### config.mk
export PLATFORM = sky130hd
export DESIGN_NAME = sgm_root_cell
export DESIGN_NICKNAME = d
export VERILOG_FILES = /design/src/sv/sgm_pkg.sv /design/src/sv/sgm_root_cell.sv
export SDC_FILE = /design/constraint.sdc
export NUM_CORES = 1
export LEC_CHECK = 0
export ABC_AREA = 1
export BUFFER_PORTS_ARGS = -buffer_cell sky130_fd_sc_hd__buf_4
export CORE_UTILIZATION = 50
export DETAILED_ROUTE_END_ITERATION = 6
export GPL_TIMING_DRIVEN = 0
export PLACE_DENSITY = 0.95
export SYNTH_ARGS = -nofsm -noshare
export SYNTH_HDL_FRONTEND = slang
export SYNTH_SLANG_ARGS = --single-unit
### constraint.sdc
create_clock -name clk -period 3.7 [get_ports clk]
set_input_delay 0.555 -clock clk [delete_from_list [all_inputs] [get_ports clk]]
set_output_delay 0.555 -clock clk [all_outputs]
set_load 0.02 [all_outputs]
### src/sv/sgm_pkg.sv
// Shared constants, types and helpers of the Sobel gradient magnitude block.
package sgm_pkg;

  localparam int MAX_WIDTH  = 1024;
  localparam int MAX_HEIGHT = 1024;
  localparam int SIZE_MIN   = 3;

  localparam int PIX_W    = 8;
  localparam int COORD_W  = 10;
  localparam int SIZE_W   = 11;
  localparam int COL_W    = $clog2(MAX_WIDTH);
  localparam int ROW_W    = $clog2(MAX_HEIGHT);
  localparam int WSUM_W   = PIX_W + 2;
  localparam int GRAD_W   = WSUM_W + 1;
  localparam int ABS_W    = WSUM_W;
  localparam int SQ_W     = 2 * ABS_W;
  localparam int ENERGY_W = 16;
  localparam int ROOT_W   = ENERGY_W / 2;
  localparam int REM_W    = ROOT_W + 2;
  localparam int ROOT_CELLS = ROOT_W;

  localparam logic [SIZE_W-1:0] SIZE_RESET = SIZE_W'(512);

  localparam int CFG_INDEX_W = 2;
  localparam logic [CFG_INDEX_W-1:0] REG_IMAGE_WIDTH  = CFG_INDEX_W'(0);
  localparam logic [CFG_INDEX_W-1:0] REG_IMAGE_HEIGHT = CFG_INDEX_W'(1);

  // One column of the 3x3 window, top row first
  typedef struct packed {
    logic [PIX_W-1:0] top;
    logic [PIX_W-1:0] mid;
    logic [PIX_W-1:0] bot;
  } pix_col_t;

  typedef struct packed {
    logic [COORD_W-1:0] x;
    logic [COORD_W-1:0] y;
  } coord_t;

  // One line memory word: the two rows above the current one
  typedef struct packed {
    logic [PIX_W-1:0] two_above;
    logic [PIX_W-1:0] above;
  } line_pair_t;

  // Beat leaving the fetch stage
  typedef struct packed {
    pix_col_t column;
    logic     emit;
    coord_t   pos;
  } fetch_t;

  // Digit-by-digit square root state handed from cell to cell
  typedef struct packed {
    coord_t              pos;
    logic [ENERGY_W-1:0] rad;
    logic [REM_W-1:0]    rem;
    logic [ROOT_W-1:0]   root;
  } root_step_t;

  // Weighted sum a + 2b + c of three pixels
  function automatic logic [WSUM_W-1:0] weight3(input logic [PIX_W-1:0] a,
                                                input logic [PIX_W-1:0] b,
                                                input logic [PIX_W-1:0] c);
    return {2'b00, a} + {1'b0, b, 1'b0} + {2'b00, c};
  endfunction

endpackage

### src/sv/sgm_root_cell.sv
// One square root cell: settles one result bit per cell, two radicand bits in.
module sgm_root_cell (
  input  logic                clk,
  input  logic                rst,
  input  logic                load,
  input  logic                in_valid,
  input  sgm_pkg::root_step_t in_step,
  output logic                out_valid,
  output sgm_pkg::root_step_t out_step
);
  import sgm_pkg::*;

  logic [REM_W+1:0] rem_shift;
  logic [REM_W+1:0] trial;
  root_step_t       step_next;

  // Bring down two radicand bits and try the next root bit
  always_comb begin
    rem_shift     = {in_step.rem, in_step.rad[ENERGY_W-1 -: 2]};
    trial         = {2'b00, in_step.root, 2'b01};
    step_next.pos = in_step.pos;
    step_next.rad = {in_step.rad[ENERGY_W-3:0], 2'b00};
    if (rem_shift >= trial) begin
      step_next.rem  = REM_W'(rem_shift - trial);
      step_next.root = {in_step.root[ROOT_W-2:0], 1'b1};
    end else begin
      step_next.rem  = rem_shift[REM_W-1:0];
      step_next.root = {in_step.root[ROOT_W-2:0], 1'b0};
    end
  end

  // Hold the beat unless the next cell can take it
  always_ff @(posedge clk) begin
    if (rst) begin
      out_valid <= 1'b0;
    end else if (load) begin
      out_valid <= in_valid;
    end
  end

  always_ff @(posedge clk) begin
    if (load) begin
      out_step <= step_next;
    end
  end

endmodule

==> results_dict.tcl, run 1 <==
set metrics [dict create \
    status "finished, final reports clean" \
    cts_setup_buffers 0 \
    final_cells 383 \
    first_global_vias 1834 \
    min_period_ns 1.90 \
    die_h_um 71.9 \
    ir_drop_v 0.000192 \
    overflow 0 \
    power_mw 1.46 \
    syn2layout_area_growth_pct 41.8 \
    drive_gt1_share_pct 44.6 \
    netlist_area_um2 2440 \
    viasPerCell 4.82 \
    finalWeightedCongestion 0.909 \
    p_leak_nw 1.63 \
    syn_inst 197 \
    tritoncts "done" \
    path_class "in -> reg" \
    critPathTopFamily "simple AND/OR/NAND/NOR gates" \
    yosys_warnings 0 \
    setup_slack_ns 1.80 \
    postCtsResizedCells 0 \
    seqCellArea_um2 1580 \
    ys_ff_latch 53 \
    via_count 1847 \
    grt_start_max_net_pins 54 \
    wl_per_cell_um 15.8 \
    cpMaxStageDelayCell "ha_1" \
    required_ns 3.76 \
    rsz0062_at_grt "false" \
    cp.arrival_ns 1.97 \
    crit_path_max_incr_delay_ns 0.37 \
    initial_core_util_pct 51.7 \
    post-place-ws_ns 1.50 \
    hold_viol 0 \
    clk_path_buf_depth 2 \
    drtIter0Drc 134 \
    synth_top_area_cell "edfxtp_1" \
    synth.distinct_cells 28 \
    cp-end-kind "flop" \
    nFillCells 291 \
    rows 25 \
    cts-root-buf "clkbuf_8" \
    io_pins 113 \
    place_inst 375 \
    grt_pass1_wl_mm 8.97 \
    clock_latency_ns 0.30 \
    post-route-period-util_pct 51.5 \
    core_um2 4720 \
    hold_ws_ns 0.410 \
    final.setup.tns_ns 0 \
    critPathMaxFanout 10 \
    fmax_mhz 525 \
    hpwlAfterDp_mm 4.71 \
    numCtsBuffers 5 \
    maxCapViolCount 0 \
    port_buffers 110 \
    nNetsFinal 383 \
    grt_usage_pct 23.8 \
    holdBufCountCts 0 \
    startpoint_type "primary input" \
    synth_top_area_share_pct 64.0 \
    grt_antenna_before_repair 0 \
    wl_mm 6.05 \
    first_pass_iters 4 \
    clock-sinks 53 \
    synth_seq_area_share_pct 64.8 \
    drcViolationCount 0 \
    synth.avg_cell_area_um2 12.4 \
    ant_nets 0 \
    cp.buffers_inverters 3 \
    clk_pin_slew_worst_paths_ns 0.09 \
    synth.area.top_cells "edfxtp_1, nand2_1, ha_1" \
    pwr_density_cell_nw_per_um2 421 \
    crit_path_cell_trace "buf_4, inv_1, ha_1, a21oi_2, o21ai_4, nand2_4, nand4_4, buf_12, nand3_2, nand2_1" \
    finalSetupViolations 0 \
    slew-limit-headroom_pct 56.6 \
    clock_skew_ns 0 \
    hp-class "in -> reg" \
    diodes 0 \
    tightest_slew_ns 0.651 \
    htree_num_levels 2 \
    slew_viol_final 0 \
    dieArea_um2 5160 \
    die_x_um 71.9 \
    multiInputGateArea_um2 714 \
]
worst reg2reg max path: stages, from the launching register on:
cell	delay, ns
dfxtp_1	0.33
mux2i_1	0.13
nor2_1	0.06
cell families after synthesis:
family,Yosys count,share of synthesized area (%)
multiplexers,1,0.410
other,1,0.154
adder cells (fa/ha/maj),10,5.13
AO/OA/AOI/OAI,11,3.44
buffers and inverters,33,6.05
XOR/XNOR,3,1.08
AND/OR/NAND/NOR,85,18.9
flip-flops,53,64.8
metrics by stage:
stage                     area [um2]  utilization, %
after detailed placement        3350            71.0
after global placement          3350            71.0
final                           3460            73.2
after global routing            3460            73.2
after floorplan                 2440               -
after CTS                       3460            73.2
power breakdown:
| group | total, mW | internal (mW) | switching, mW |
|---|---|---|---|
| Sequential | 0.740 | 0.723 | 0.0174 |
| Combinational | 0.345 | 0.150 | 0.195 |
| Clock | 0.372 | 0.200 | 0.173 |
cells in the mapped netlist:
cell / count
nand2_2: 4
nand2_1: 48
nand3b_1: 4
o21ai_0: 2
nand4_4: 1
o21ai_4: 1
conb_1: 1
o21ai_2: 3
nand4_1: 7
dfxtp_1: 1
a21oi_1: 3
inv_1: 30
a21oi_2: 1
edfxtp_1: 52
nor2_1: 7
nand3_4: 1
nand3_2: 5
ha_1: 10
nor2_4: 3
buf_12: 1
buf_4: 2
mux2i_1: 1
nand2_4: 1
xor2_1: 2
a21boi_1: 1
xnor2_1: 1
nor2_2: 2
nand3_1: 2
registers in the layout, indices dropped and copies added (netlist names):
| register | count |
|---|---|
| out_step | 52 |
| out_valid | 1 |
placed cells by master (no fill, tap or decap):
cell type / Yosys / layout
conb_1: 1 / 2
a21boi_1: 1 / 1
buf_4: 2 / 112
o21ai_2: 3 / 3
nand3b_1: 4 / 4
clkbuf_1: 0 / 1
nand3_4: 1 / 1
bufinv_16: 0 / 1
mux2i_1: 1 / 1
a21oi_1: 3 / 3
o21ai_4: 1 / 1
buf_12: 1 / 1
nor2_2: 2 / 2
nand2_4: 1 / 1
nor2_1: 7 / 7
nand3_1: 2 / 2
ha_1: 10 / 10
nand4_1: 7 / 7
nand2_1: 48 / 48
clkinv_1: 0 / 1
nor2_4: 3 / 3
nand2_2: 4 / 4
xnor2_1: 1 / 1
xor2_1: 2 / 2
nand4_4: 1 / 1
inv_1: 30 / 30
clkbuf_8: 0 / 5
edfxtp_1: 52 / 52
a21oi_2: 1 / 1
o21ai_0: 2 / 2
dfxtp_1: 1 / 1
nand3_2: 5 / 5
per-layer routing:
layer | vias up | global-route usage (%) | routed length, um
li1 | 895 | - | -
met1 | 837 | 24.0 | 2020
met2 | 103 | 46.2 | 3310
met3 | 12 | 6.89 | 577
met4 | 0 | 8.28 | 142
met5 | - | 0 | 0
final cells by class:
type | count | area share [%]
Sequential cell | 53 | 45.7
Timing Repair Buffer | 110 | 23.9
Multi-Input combinational cell | 112 | 20.7
Inverter | 30 | 3.25
Tap cell | 67 | 2.42
Clock buffer | 6 | 2.10
Buffer | 3 | 1.01
Clock inverter | 2 | 0.976
final timing paths:
path / startpoint / to / slack (ns) / depth (start not counted)
max: in_step[1] / out_step[15]$_DFFE_PP_ / 1.80 / 10
min: rst / out_valid$_SDFFE_PP0P_ / 0.41 / 2
max reg2reg: out_valid$_SDFFE_PP0P_ / out_valid$_SDFFE_PP0P_ / 3.09 / 2
min reg2reg: out_valid$_SDFFE_PP0P_ / out_valid$_SDFFE_PP0P_ / 0.55 / 2
No activity file was read; power rests on OpenSTA's default activity.
==> inputs of run 2 (changes only) <==
CORE_UTILIZATION = 46   (was 50)
PLACE_DENSITY = 0.89   (was 0.95)
clock period = 1.86 ns   (was 3.7 ns; I/O delays follow)
==> results_dict.tcl, run 2 (same netlist as run 1, synthesis figures left out) <==
set metrics [dict create \
    die_h_um 74.8 \
    clock_skew_ns 0 \
    cp.arrival_ns 1.68 \
    fin_util_pct 67.4 \
    rr_startpoint "out_valid$_SDFFE_PP0P_" \
    numCtsBuffers 5 \
    p_leak_nw 1.61 \
    port_buffers 110 \
    min_to "out_valid$_SDFFE_PP0P_" \
    status "finished, final reports clean" \
    overflow 0 \
    final.setup.tns_ns 0 \
    hp-class "in -> reg" \
    cp.buffers_inverters 3 \
    slew_viol_final 0 \
    drcViolationCount 0 \
    first_pass_iters 4 \
    finalSetupViolations 0 \
    tightest_slew_ns 0.648 \
    largest_reg_flops 52 \
    hold_viol 0 \
    initial_core_util_pct 47.8 \
    first_global_vias 1678 \
    crit_path_cell_trace "buf_4, inv_1, ha_1, a21oi_2, o21ai_4, nand2_4, nand4_4, buf_12, nand3_2, nand2_1" \
    io_pins 113 \
    diodes 0 \
    ant_nets 0 \
    ir_drop_v 0.000356 \
    grt_start_max_net_pins 54 \
    holdBufCountCts 0 \
    slew-limit-headroom_pct 56.8 \
    clk_path_buf_depth 2 \
    fmax_mhz 619 \
    htree_num_levels 2 \
    crit_path_max_incr_delay_ns 0.36 \
    rr_endpoint "out_valid$_SDFFE_PP0P_" \
    maxCapViolCount 0 \
    critPathMaxFanout 10 \
    mostFrequentLayoutCells "buf_4, edfxtp_1, nand2_1" \
    nFillCells 368 \
    required_ns 1.92 \
    tritoncts "done" \
    rsz0062_at_grt "false" \
    startpoint_type "primary input" \
    critPathTopFamily "simple AND/OR/NAND/NOR gates" \
    post-route-period-util_pct 86.9 \
    via_count 1824 \
    postCtsResizedCells 0 \
    min_period_ns 1.62 \
    finalWeightedCongestion 0.894 \
    grt_usage_pct 19.1 \
    rrSetupSlack_ns 1.27 \
    core_um2 5110 \
    drive_gt1_share_pct 44.9 \
    hpwlAfterDp_mm 4.11 \
    cpMaxStageDelayCell "ha_1" \
    nNetsFinal 383 \
    top_regs "out_step x52, out_valid x1" \
    cp-end-kind "flop" \
    hold_depth 2 \
    clock_latency_ns 0.30 \
    wl_per_cell_um 13.8 \
    dieArea_um2 5600 \
    wl_mm 5.32 \
    viasPerCell 4.73 \
    path_class "in -> reg" \
    clk_pin_slew_worst_paths_ns 0.09 \
    grt_pass1_wl_mm 7.80 \
    drtIter0Drc 133 \
    clock-sinks 53 \
    pwr_density_cell_nw_per_um2 798 \
    die_x_um 74.8 \
    cts_setup_buffers 0 \
    rows 26 \
    regMostFlops "out_step" \
    min_from "rst" \
    layout_commonest_cell "buf_4" \
    crit_path_start "in_step[1]" \
    syn2layout_area_growth_pct 41.2 \
    rr_worst_depth 2 \
    cts-root-buf "clkbuf_8" \
    grt_antenna_before_repair 0 \
]
run 2: power by group:
group	switching, mW	internal, mW
Sequential	0.0273	1.44
Clock	0.348	0.265
Combinational	0.374	0.299
Total	0.749	2.00
run 2: through the flow:
stage	cell area, um2	hold WS (ns)	cells	worst slack, ns	total power [mW]
detailed placement	3360	0.446	378	-0.0607	2.16
finish	3440	0.131	386	0.244	2.75
CTS	3440	0.123	386	0.256	2.78
global route	3440	0.122	386	0.133	2.88
global placement	3360	0.437	378	-0.0287	2.14
floorplan	2440	0.351	198	0.206	1.85
run 2: worst max path at each step:
stage	endpoint	cells after the start
after floorplan	out_step[17]$_DFFE_PP_	9
after CTS	out_step[17]$_DFFE_PP_	10
final	out_step[17]$_DFFE_PP_	10
after global routing	out_step[15]$_DFFE_PP_	10
after detailed placement	out_step[17]$_DFFE_PP_	10
after global placement	out_step[17]$_DFFE_PP_	10
run 2: metal layers:
metal / wire length, um / up-vias / share of wire [%] / track usage (%)
met5: 0 / - / 0 / 0
met4: 99 / 0 / 1.9 / 6.50
met3: 489 / 9 / 9.2 / 5.35
met2: 2710 / 87 / 51 / 34.4
met1: 2020 / 833 / 38 / 21.8
li1: - / 895 / - / -
run 2: worst register-to-register path, delay by kind of cell (launching register included):
family	cells	cell delay [ns]
flops	1	0.32
mux	1	0.12
simple gates	1	0.05
run 2: cell type report:
cell class                      count  area, um2  area share [%]
Sequential cell                    53       1580            45.9
Timing Repair Buffer              110        826            24.0
Multi-Input combinational cell    112        714            20.7
Inverter                           30        113            3.27
Tap cell                           70       87.6            2.54
Clock buffer                        6       72.6            2.11
Buffer                              3       35.0            1.02
Clock inverter                      2       15.0           0.436
