**src/sv/sgm_pkg.sv**
```systemverilog
// Shared constants, types and helpers of the Sobel gradient magnitude block.
package sgm_pkg;

  localparam int MAX_WIDTH  = 1024;
  localparam int MAX_HEIGHT = 1024;
  localparam int SIZE_MIN   = 3;

  localparam int PIX_W    = 8;
  localparam int COORD_W  = 10;
  localparam int SIZE_W   = 11;
  localparam int COL_W    = $clog2(MAX_WIDTH);
  localparam int ROW_W    = $clog2(MAX_HEIGHT);
  localparam int WSUM_W   = PIX_W + 2;
  localparam int GRAD_W   = WSUM_W + 1;
  localparam int ABS_W    = WSUM_W;
  localparam int SQ_W     = 2 * ABS_W;
  localparam int ENERGY_W = 16;
  localparam int ROOT_W   = ENERGY_W / 2;
  localparam int REM_W    = ROOT_W + 2;
  localparam int ROOT_CELLS = ROOT_W;

  localparam logic [SIZE_W-1:0] SIZE_RESET = SIZE_W'(512);

  localparam int CFG_INDEX_W = 2;
  localparam logic [CFG_INDEX_W-1:0] REG_IMAGE_WIDTH  = CFG_INDEX_W'(0);
  localparam logic [CFG_INDEX_W-1:0] REG_IMAGE_HEIGHT = CFG_INDEX_W'(1);

  // One column of the 3x3 window, top row first
  typedef struct packed {
    logic [PIX_W-1:0] top;
    logic [PIX_W-1:0] mid;
    logic [PIX_W-1:0] bot;
  } pix_col_t;

  typedef struct packed {
    logic [COORD_W-1:0] x;
    logic [COORD_W-1:0] y;
  } coord_t;

  // One line memory word: the two rows above the current one
  typedef struct packed {
    logic [PIX_W-1:0] two_above;
    logic [PIX_W-1:0] above;
  } line_pair_t;

  // Beat leaving the fetch stage
  typedef struct packed {
    pix_col_t column;
    logic     emit;
    coord_t   pos;
  } fetch_t;

  // Digit-by-digit square root state handed from cell to cell
  typedef struct packed {
    coord_t              pos;
    logic [ENERGY_W-1:0] rad;
    logic [REM_W-1:0]    rem;
    logic [ROOT_W-1:0]   root;
  } root_step_t;

  // Weighted sum a + 2b + c of three pixels
  function automatic logic [WSUM_W-1:0] weight3(input logic [PIX_W-1:0] a,
                                                input logic [PIX_W-1:0] b,
                                                input logic [PIX_W-1:0] c);
    return {2'b00, a} + {1'b0, b, 1'b0} + {2'b00, c};
  endfunction

endpackage

```
**src/sv/sgm_window_cell.sv**
```systemverilog
// One column cell of the 3x3 window: holds a pixel column and its weighted sum.
module sgm_window_cell (
  input  logic                          clk,
  input  logic                          shift,
  input  sgm_pkg::pix_col_t             in_col,
  output sgm_pkg::pix_col_t             out_col,
  output logic [sgm_pkg::WSUM_W-1:0]    col_sum
);
  import sgm_pkg::*;

  // Take the neighbor's column when the window advances
  always_ff @(posedge clk) begin
    if (shift) begin
      out_col <= in_col;
    end
  end

  // Vertical weighting of the held column
  assign col_sum = weight3(out_col.top, out_col.mid, out_col.bot);

endmodule

```
**config.mk**
```make
export PLATFORM = sky130hd
export DESIGN_NAME = sgm_window_cell
export DESIGN_NICKNAME = d
export VERILOG_FILES = /design/src/sv/sgm_pkg.sv /design/src/sv/sgm_window_cell.sv
export SDC_FILE = /design/constraint.sdc
export NUM_CORES = 1
export LEC_CHECK = 0
export BUFFER_PORTS_ARGS = -buffer_cell sky130_fd_sc_hd__buf_2
export CORE_ASPECT_RATIO = 1.1
export CORE_UTILIZATION = 40
export CTS_CLUSTER_DIAMETER = 80
export DETAILED_ROUTE_END_ITERATION = 8
export PLACE_DENSITY = 0.74
export SETUP_SLACK_MARGIN = 0.2
export SLEW_MARGIN = 40
export SYNTH_ARGS = -nofsm -noshare
export SYNTH_HDL_FRONTEND = slang
export SYNTH_SLANG_ARGS = --single-unit
```
**constraint.sdc**
```tcl
create_clock -name clk -period 2.3 [get_ports clk]
set_clock_uncertainty 0.15 [all_clocks]
set_input_delay 0.345 -clock clk [delete_from_list [all_inputs] [get_ports clk]]
set_output_delay 0.345 -clock clk [all_outputs]
set_load 0.05 [all_outputs]
```
==> results of run 1 <==
-- power groups by stage --
stage,Clock (mW),Sequential (mW),Combinational [mW]
2_1_floorplan,0,0.674,0.755
3_3_place_gp,0,0.553,1.09
3_5_place_dp,0,0.557,1.12
4_1_cts,0.189,0.547,1.28
5_1_grt,0.199,0.552,1.40
6_report,0.178,0.546,1.32
-- logic make-up (layout without fill, tap and decap cells) --
family	after synthesis	in the layout
muxes	1	1
xor gates and xnor gates	4	4
buffers and inverters	3	83
adders and majority gates	17	17
AOI/OAI and AO/OA	13	13
DFF	24	24
and+or+nand+nor	11	11
-- per-layer routing --
metal / up-vias / part of all wire [%] / track usage (%)
met3: 2 / 3.5 / 1.538
met1: 439 / 41 / 23.26
met4: 0 / 0.79 / 7.692
met2: 29 / 54 / 28.57
li1: 436 / - / -
met5: - / 0 / 0
-- worst paths after layout --
kind | to | slack, ns | cells after the start
setup / recovery | col_sum[7] | -0.63 | 7
hold / removal | out_col[11] | 0.06 | 1
-- worst max-delay path, delay by kind of cell, from the launching register on --
kind	cells	cell delay [ns]
fa+ha+maj	3	1.06
flops	1	0.43
compound gates	2	0.35
buf+inv	1	0.17
xor+xnor	1	0.12
-- timing repair --
item | in CTS | in global routing
setup endpoints to repair | 9 | 9
setup buffers | 1 | 2
pin swaps | 9 | 13
resized for setup | 25 | 4
-- cells in the mapped netlist (all sizes together) --
cell	count	share of area, %
a21o	2	1.2
a21oi	5	2.4
a221oi	1	0.73
and2b	1	0.73
edfxtp	24	60
fa	8	13
ha	9	9.4
inv	3	0.94
mux2i	1	0.83
nand2	3	0.94
nand3	2	0.83
nand3b	1	0.62
nand4	1	0.52
nor3	2	0.83
o211ai	1	0.62
o21a	1	0.73
o21ai	1	0.42
o21bai	1	0.62
o221a	1	0.94
or2b	1	0.62
xnor2	2	1.5
xor2	2	1.5
-- area by class of cell --
class	count	area, um2
Clock buffer	3	22.52
Clock inverter	1	3.754
Fill cell	208	864.6
Tap cell	33	41.29
Timing Repair Buffer	76	475.5
Multi-Input combinational cell	46	663.1
Inverter	3	11.26
Sequential cell	24	720.7
==> metrics.txt, run 1 <==
status=complete, but fails checks; violations in the final reports=negative setup slack; die outline area=around 3200 um2; count of non-filler cells in the finished layout=between 150 and 200; most frequent standard cell in the layout excluding fill and tap cells=buf_2; mux contribution to synthesized area=0.8316%; HPWL Detailed=1962 um; count of antenna diodes in the layout=0; dominant combinational cell family by area after synthesis=adder cells; synthesized instance count=73; Port Buffer Count=59; TritonCTS clock tree=built; Fin. Hold Viols=0; Total Routing Usage GR=between 15 and 20%; post-synthesis share of cell area spent on full adders, half adders and majority gates=a little under a quarter; data required time of the worst path=between 1.5 and 2 ns; count of standard-cell rows=20; switching share of power=45.31%; starting DRC count in detailed routing=10; syn_nets=approximately 120; total design power=2.042 mW; unrepaired setup endpoints after global routing=true; initial antenna violation count=0; worst setup path startpoint=out_col[8]; number of warnings reported in the yosys synthesis log=0; via count of the first global-routing pass=912; worst rel slew slack=approximately two thirds; deepest level of the CTS H-tree=1; number of synthesized register bits=24; total length of routed wires=approximately 2500 um; number of placed instances, taps included=between 150 and 200; combinational share of power=between 60% and 70%; fraction of final layout cells with drive strength greater than 1=approximately two thirds; final core area utilization=69.15%; placed instance area=1775 um2; CP max FO=2; Sink Count=24; delay of the slowest cell on the worst path=0.53 ns; number of top-level pins=60; Vert. Die Dim=a little under 60 um; Die Wd=~54 um; netlist area before placement=approximately 1200 um2; xor and xnor fraction of the mapped netlist area=under 10%; syn avg cell area=16.49 um2; area grow syn2layout=61.02%; worst-path cell chain=fa_1 -> ha_4 -> fa_2 -> a21oi_2 -> o21a_2 -> xnor2_2 -> buf_6; sort of element at the start of the critical path=register; share of synthesized cell area in and, or, nand and nor gates=5.094%; register with the most flip-flops=out_col; pin count of the biggest net entering global routing=25; Bufs on Longest Clock Path=2; total non-filler cell area in the finished layout=between 1500 and 2000 um2; core region area=approximately 2800 um2; global-route congestion overflow total=0; transition time at the pin with the least slew margin=between 0.5 and 0.6 ns; post-synthesis sequential area ratio=about 60%; weighted congestion reported at the end of routability-driven placement=between 0.6 and 0.7; startpoint of the lowest-slack hold path=in_col[11]; count of antenna-violating nets left after detailed routing=0; IR Drop Worst-Case VDD=around 0.74 mV; Largest register FFs=24; clock power share=under 10%; routed via count=between 900 and 1,000; first-pass GRT wire length=between 3000 and 4000 um; power spent charging and discharging nets=approximately 930 uW; power density over the cells=approximately 1100 nW/um2; final number of setup-violating endpoints=8; period utilisation layout=127.4%; arrival time at the worst endpoint=between 2 and 2.5 ns; number of max-capacitance violations reported=0; number of remaining DRC errors=0; achievable frequency=0.3412 GHz; tightest hold margin=0.05597 ns; minimum setup slack after placement=-0.5130 ns; portion of total power attributed to sequential cells=between 20% and 30%; Root Buffer Master=clkbuf_4; sum of negative setup slack=-4.258 ns; wire per inst=around 14 um; synth unique cells=23; worst min-delay path category=in -> reg; total clock buffers created by CTS=3; leakage=roughly 0.83 nW; class of the most critical setup path=reg -> out; Detailed Routing Iterations Pass 1=4; cell with the largest stage delay on the worst path=fa_1; Period minus WS final=2.931 ns; final critical-path setup slack=-0.6308 ns; via count normalized by instance count=approximately 4.9; crit path capture type=output pin; # hold bufs at CTS=0; leading registers by flop count=out_col: 24 flops; number of nets in the final layout=between 150 and 200; starting utilization of the core area=roughly 43%; top library cells by usage in the layout, fill and taps aside=buf_2 (50), edfxtp_1 (24), buf_4 (19); compound-cell area share of the yosys netlist=under 10%; Slew Limit Fails=0; CTS clock-pin slew for the worst setup and hold paths=0.12 ns; internal power component=1.117 mW
Note: power is estimated with default switching activity, not from simulation.
==> run 2: changes to the inputs <==
--- a/constraint.sdc
+++ b/constraint.sdc
@@ -3,3 +3,3 @@
 set_input_delay 0.345 -clock clk [delete_from_list [all_inputs] [get_ports clk]]
 set_output_delay 0.345 -clock clk [all_outputs]
-set_load 0.05 [all_outputs]
+set_load 0.02 [all_outputs]
==> run 2 against run 1 <==
  * The flow still finishes with violations (negative setup slack)
  * Worst setup slack better by 0.0085 ns
  * Core utilization down 2.3 points
  * Global-route usage is 1.1 points lower
  * Largest cell class unchanged
  * Critical path type unchanged
==> metrics.txt, run 2 (synthesis gave the netlist of run 1 again) <==
violations in the final reports=negative setup slack; starting DRC count in detailed routing=14 (+4); fraction of final layout cells with drive strength greater than 1=66.23% (-1.7 points); unrepaired setup endpoints after global routing=true; capture endpoint of the worst hold path=out_col[10]; worst min-delay path category=in -> reg; number of max-capacitance violations reported=0 (unchanged); final core area utilization=66.88% (-2.3 points); initial antenna violation count=0 (unchanged); wire per inst=13.23 um (-2.3%); sort of element at the start of the critical path=register; first-pass GRT wire length=3622 um (-8.4%); count of antenna-violating nets left after detailed routing=0 (unchanged); transition time at the pin with the least slew margin=0.5086 ns (-0.01911 ns); arrival time at the worst endpoint=2.43 ns (about the same); crit path capture type=output pin; Fin. Hold Viols=0 (unchanged); count of antenna diodes in the layout=0 (unchanged); class of the most critical setup path=reg -> out; Period minus WS final=2.922 ns (-0.008519 ns); routed via count=901 (-0.55%); IR Drop Worst-Case VDD=0.5413 mV (-26%); count of standard-cell rows=20 (unchanged); starting utilization of the core area=42.95% (unchanged); achievable frequency=0.3422 GHz (+0.29%); HPWL Detailed=2006 um (+2.2%); WHS Path Cells=1 (unchanged); worst rel slew slack=66.10% (+1.3 points); Port Buffer Count=59 (unchanged); pin count of the biggest net entering global routing=25 (unchanged); final number of setup-violating endpoints=8 (unchanged); Total Routing Usage GR=16.32% (-1.1 points); Bufs on Longest Clock Path=2 (unchanged); Largest register FFs=24 (unchanged); via count normalized by instance count=4.818 (-1.1%); Root Buffer Master=clkbuf_4; die outline area=3232 um2 (unchanged); Slew Limit Fails=0 (unchanged); global-route congestion overflow total=0 (unchanged); Die Wd=54.30 um (unchanged); via count of the first global-routing pass=859 (-5.8%); number of top-level pins=60 (unchanged); number of nets in the final layout=199 (+1.0%); weighted congestion reported at the end of routability-driven placement=0.7030 (+2.2%); area grow syn2layout=55.72%; number of remaining DRC errors=0 (unchanged); core region area=2803 um2 (unchanged); power density over the cells=866.9 nW/um2 (-18%); deepest level of the CTS H-tree=1 (unchanged); final critical-path setup slack=-0.6223 ns (+0.008519 ns); tightest hold margin=0.05719 ns (+0.001223 ns); Vert. Die Dim=59.53 um (unchanged); total length of routed wires=2474 um (-1.8%); CTS clock-pin slew for the worst setup and hold paths=0.11 ns (about the same); status=complete, but fails checks; TritonCTS clock tree=built; top library cells by usage in the layout, fill and taps aside=buf_2 (52), edfxtp_1 (24), buf_4 (19); Detailed Routing Iterations Pass 1=3 (-1); leakage=0.8244 nW (about the same); most frequent standard cell in the layout excluding fill and tap cells=buf_2; # hold bufs at CTS=0 (unchanged); data required time of the worst path=1.80 ns (about the same); period utilisation layout=127.1% (-0.37 points); CP max FO=2 (unchanged); register with the most flip-flops=out_col; total clock buffers created by CTS=3 (unchanged); startpoint of the lowest-slack hold path=in_col[10]; leading registers by flop count=out_col: 24 flops; Sink Count=24 (unchanged)
-- run 2: metal layers --
metal | vias to the layer above | GRT usage (%) | routed length (um)
met2 | 30 | 26.66 | 1330
met5 | - | 0 | 0
met4 | 0 | 8.791 | 46
met3 | 4 | 3.333 | 119
li1 | 438 | - | -
met1 | 429 | 19.86 | 977
-- run 2: worst max-delay path by stage --
stage                           start         end  slack [ns]  depth (start not counted)
after global placement    out_col[17]  col_sum[7]       -0.27                          7
final                     out_col[17]  col_sum[7]       -0.62                          7
after floorplan           out_col[17]  col_sum[5]       -0.28                          6
after detailed placement  out_col[17]  col_sum[7]       -0.31                          7
after global routing      out_col[17]  col_sum[7]       -0.72                          7
after CTS                 out_col[17]  col_sum[5]       -0.64                          7
-- run 2: layout make-up --
class | count | area (um2)
timing repair buffer | 78 | 481.7
fill | 225 | 928.4
inverter | 3 | 11.26
sequential | 24 | 720.7
clock buffer | 3 | 22.52
tap | 33 | 41.29
multi-input combinational | 46 | 596.8
-- run 2: worst max-delay path: stages (launching register included) --
cell      delay, ns
edfxtp_1       0.44
fa_1           0.49
ha_2           0.21
fa_2           0.35
a21oi_2        0.17
o21a_2         0.20
xnor2_2        0.11
buf_4          0.15
-- run 2: stage by stage --
stage	instance area, um2	total power [mW]	worst slack (ns)	setup TNS, ns	std cells
6_report	1874	1.625	-0.6223	-3.998	187
5_1_grt	1874	1.728	-0.7241	-4.889	187
4_1_cts	1800	1.568	-0.6403	-4.055	181
3_5_place_dp	1747	1.346	-0.3090	-1.371	178
3_3_place_gp	1747	1.319	-0.2680	-1.126	178
2_1_floorplan	1313	1.109	-0.2841	-1.228	73
-- run 2: power breakdown --
| part | total (mW) | internal (mW) | leakage (nW) | switching (mW) |
|---|---|---|---|---|
| Combinational | 0.908 | 0.449 | 0.576 | 0.459 |
| Clock | 0.171 | 0.0611 | 0.0138 | 0.110 |
| Sequential | 0.545 | 0.521 | 0.235 | 0.0242 |
| Total | 1.62 | 1.03 | 0.824 | 0.593 |
-- run 2: timing repair --
action | 4_1_cts | 5_1_grt
setup buffers | 0 | 6
endpoints found under the setup margin | 9 | 9
gates resized for setup | 10 | 7
cloned | 0 | 0
pin swaps | 7 | 9
==> run 3: changes to the inputs <==
Settings changed: ABC_AREA set to 1, CORE_UTILIZATION 40 to 45, PLACE_DENSITY 0.74 to 0.79.
Clock period 2.3 ns to 3.22 ns, I/O delays scaled along.
==> run 3 against run 2 <==
  * The flow now finishes without violations
  * Critical path depth is 3 higher
  * Design area is 15% lower
  * First-iteration DRC count is 14% lower
  * Critical path type unchanged
  * Largest cell class unchanged
  * Highest routed layer unchanged
==> metrics.txt, run 3 <==
Bufs on Longest Clock Path=2 (unchanged); Detailed Routing Iterations Pass 1=4 (+1); arrival time at the worst endpoint=2.36 ns (-0.07 ns); number of fill cells=227 (+0.89%); number of synthesized register bits=24 (unchanged); most prevalent standard cell on the critical path=nand2_1; dominant combinational cell family by area after synthesis=adder cells; cell with the largest stage delay on the worst path=fa_1; post-synthesis share of cell area spent on full adders, half adders and majority gates=22.50% (-0.16 points); placed instance area=1546 um2 (-11%); global-route congestion overflow total=0 (unchanged); post-synthesis sequential area ratio=59.44% (-0.43 points); EDFF count, synth=24 (unchanged); power spent charging and discharging nets=368.2 uW (-38%); worst min-delay path category=in -> reg; Sink Count=24 (unchanged); minimum setup slack after placement=0.4820 ns (+0.7910 ns); final number of setup-violating endpoints=0 (-8); switching share of power=38.50% (+2.0 points); most frequent standard cell in the layout excluding fill and tap cells=buf_2; core region area=2520 um2 (-10%); number of remaining DRC errors=0 (unchanged); register with the most flip-flops=out_col; number of nets in the final layout=198 (-0.50%); weighted congestion reported at the end of routability-driven placement=0.7329 (+4.3%); number of warnings reported in the yosys synthesis log=0 (unchanged); Vert. Die Dim=56.44 um (-5.2%); deepest level of the CTS H-tree=1 (unchanged); Largest register FFs=24 (unchanged); post-CTS setup-driven buffer insertion count=0 (unchanged); crit path capture type=output pin; most used flip-flop cell after synthesis=edfxtp_1; fraction of final layout cells with drive strength greater than 1=41.56% (-25 points); Total Routing Usage GR=18.47% (+2.1 points); Fin. Hold Viols=0 (unchanged); routed via count=871 (-3.3%); die outline area=2906 um2 (-10%); synth unique cells=12 (-48%); total non-filler cell area in the finished layout=1587 um2 (-15%); dominant cell by count in the synthesized netlist=nand2_1; worst-path cell chain=fa_1 -> ha_2 -> fa_2 -> nand2_1 -> nand2_1 -> nand3b_1 -> nand2_1 -> nand2_1 -> nand2_1 -> buf_2; HPWL Detailed=1996 um (-0.48%); IR Drop Worst-Case VDD=0.4296 mV (-21%); share of synthesized cell area in and, or, nand and nor gates=11.56% (+6.5 points); worst rel slew slack=65.33% (-0.77 points); total length of routed wires=2350 um (-5.0%); period utilisation layout=between 90% and 100%; pin count of the biggest net entering global routing=25 (unchanged); CTS clock-pin slew for the worst setup and hold paths=0.12 ns (about the same); initial antenna violation count=0 (unchanged); CP max FO=2 (unchanged); starting DRC count in detailed routing=12 (-2); leading cell types by total area after synthesis=edfxtp_1 (59%), fa_1 (13%), ha_1 (9.3%); internal power component=588.2 uW (-43%); combinational share of power=45.5% (-10 points); wire per inst=12.70 um (-4.0%); Port Buffer Count=59 (unchanged); count of standard-cell rows=19 (-5.0%); power density over the cells=602.8 nW/um2 (-30%); top cell type by total area after synthesis=edfxtp_1; TritonCTS clock tree=built; mux contribution to synthesized area=0% (-0.83 points); top library cells by usage in the layout, fill and taps aside=buf_2 (57), nand2_1 (25), edfxtp_1 (24); syn_nets=134 (+16%); count of antenna diodes in the layout=0 (unchanged); WP buf/inv=1 (unchanged); most common library cells after synthesis=nand2_1 (25), edfxtp_1 (24), inv_1 (10); final critical-path setup slack=0.2265 ns (+0.8487 ns); number of max-capacitance violations reported=0 (unchanged); count of antenna-violating nets left after detailed routing=0 (unchanged); area grow syn2layout=30.86%; compound-cell area share of the yosys netlist=1.238% (-6.5 points); status=finished clean; leading registers by flop count=out_col: 24 flops; leakage=0.7698 nW (-6.6%); transition time at the pin with the least slew margin=0.5201 ns (+0.01150 ns); netlist area before placement=1212 um2 (+0.73%); data required time of the worst path=2.59 ns (+0.79 ns); class of the most critical setup path=reg -> out; starting utilization of the core area=48.11% (+5.2 points); proportion of synthesized flip-flops having asynchronous set or reset=0% (unchanged); total clock buffers created by CTS=3 (unchanged); Root Buffer Master=clkbuf_4; crit-path leading delay family=adder cells; final core area utilization=62.96% (-3.9 points); first-pass GRT wire length=3753 um (+3.6%); sort of element at the start of the critical path=register; Die Wd=51.49 um (-5.2%); achievable frequency=between 0.3 and 0.4 GHz; sum of negative setup slack=0 ns (+3.998 ns); delay of the slowest cell on the worst path=0.50 ns (about the same); # hold bufs at CTS=0 (unchanged); synthesized instance count=91 (+25%); unrepaired setup endpoints after global routing=true; post-synth top area share=59.44% (-0.43 points); Period minus WS final=~3.0 ns; xor and xnor fraction of the mapped netlist area=2.167% (-0.74 points); via count of the first global-routing pass=840 (-2.2%); tightest hold margin=0.1815 ns (+0.1243 ns); via count normalized by instance count=4.708 (-2.3%); portion of total power attributed to sequential cells=40.8% (+7.2 points); Slew Limit Fails=0 (unchanged); number of top-level pins=60 (unchanged); syn avg cell area=13.32 um2 (-19%); clock power share=13.6% (+3.1 points)
-- run 3: cell count changes after synthesis, sizes merged, moves of 2 or more --
cell / delta
inv: +7
nand2: +22
a21o: -2
a21oi: -2
nor2: +2
nand3: +3
nor3: -2
-- run 3: cells by family (layout without fill, tap and decap cells) --
| group | after synthesis | count (layout) |
|---|---|---|
| compound gates | 3 | 3 |
| flops | 24 | 24 |
| xor+xnor | 3 | 3 |
| simple gates | 34 | 34 |
| buf+inv | 10 | 73 |
| fa+ha+maj | 17 | 17 |
-- run 3: area by class of cell --
class	instances	area [um2]	share of cell area (%)
sequential	24	720.7	45.43
multi-input combinational	57	459.2	28.94
timing repair buffer	59	304.0	19.16
tap	31	38.79	2.445
inverter	10	37.54	2.366
clock buffer	3	22.52	1.420
clock inverter	1	3.754	0.2366
-- run 3: repair_timing --
item / in CTS / in global routing
endpoints found under the setup margin: 3 / 5
pin swaps: 2 / 1
gates resized for setup: 2 / 3
-- run 3: per-stage QoR --
step / power, mW / std cells
CTS: 0.9549 / 185
global route: 1.029 / 185
detailed placement: 0.8212 / 181
finish: 0.9564 / 185
floorplan: 0.6888 / 91
global placement: 0.8040 / 181
-- run 3: metal layers --
| layer | wire (um) | share of wire, % | GRT usage, % |
|---|---|---|---|
| met5 | 0 | 0 | 0 |
| met3 | 63 | 2.7 | 1.626 |
| met2 | 1328 | 57 | 31.17 |
| met4 | 63 | 2.7 | 11.58 |
| met1 | 894 | 38 | 22.20 |
-- run 3: worst paths after layout --
kind	start	end	slack [ns]	cells past startpoint
worst max-delay path	out_col[1]	col_sum[9]	0.23	10
worst min-delay path	in_col[5]	out_col[5]	0.18	1
-- run 3: power groups by stage --
stage	registers (mW)	clock network [mW]	logic, mW
final	0.390	0.130	0.436
after global routing	0.394	0.148	0.487
after CTS	0.391	0.138	0.426
after detailed placement	0.398	0	0.423
after global placement	0.395	0	0.409
after floorplan	0.427	0	0.261
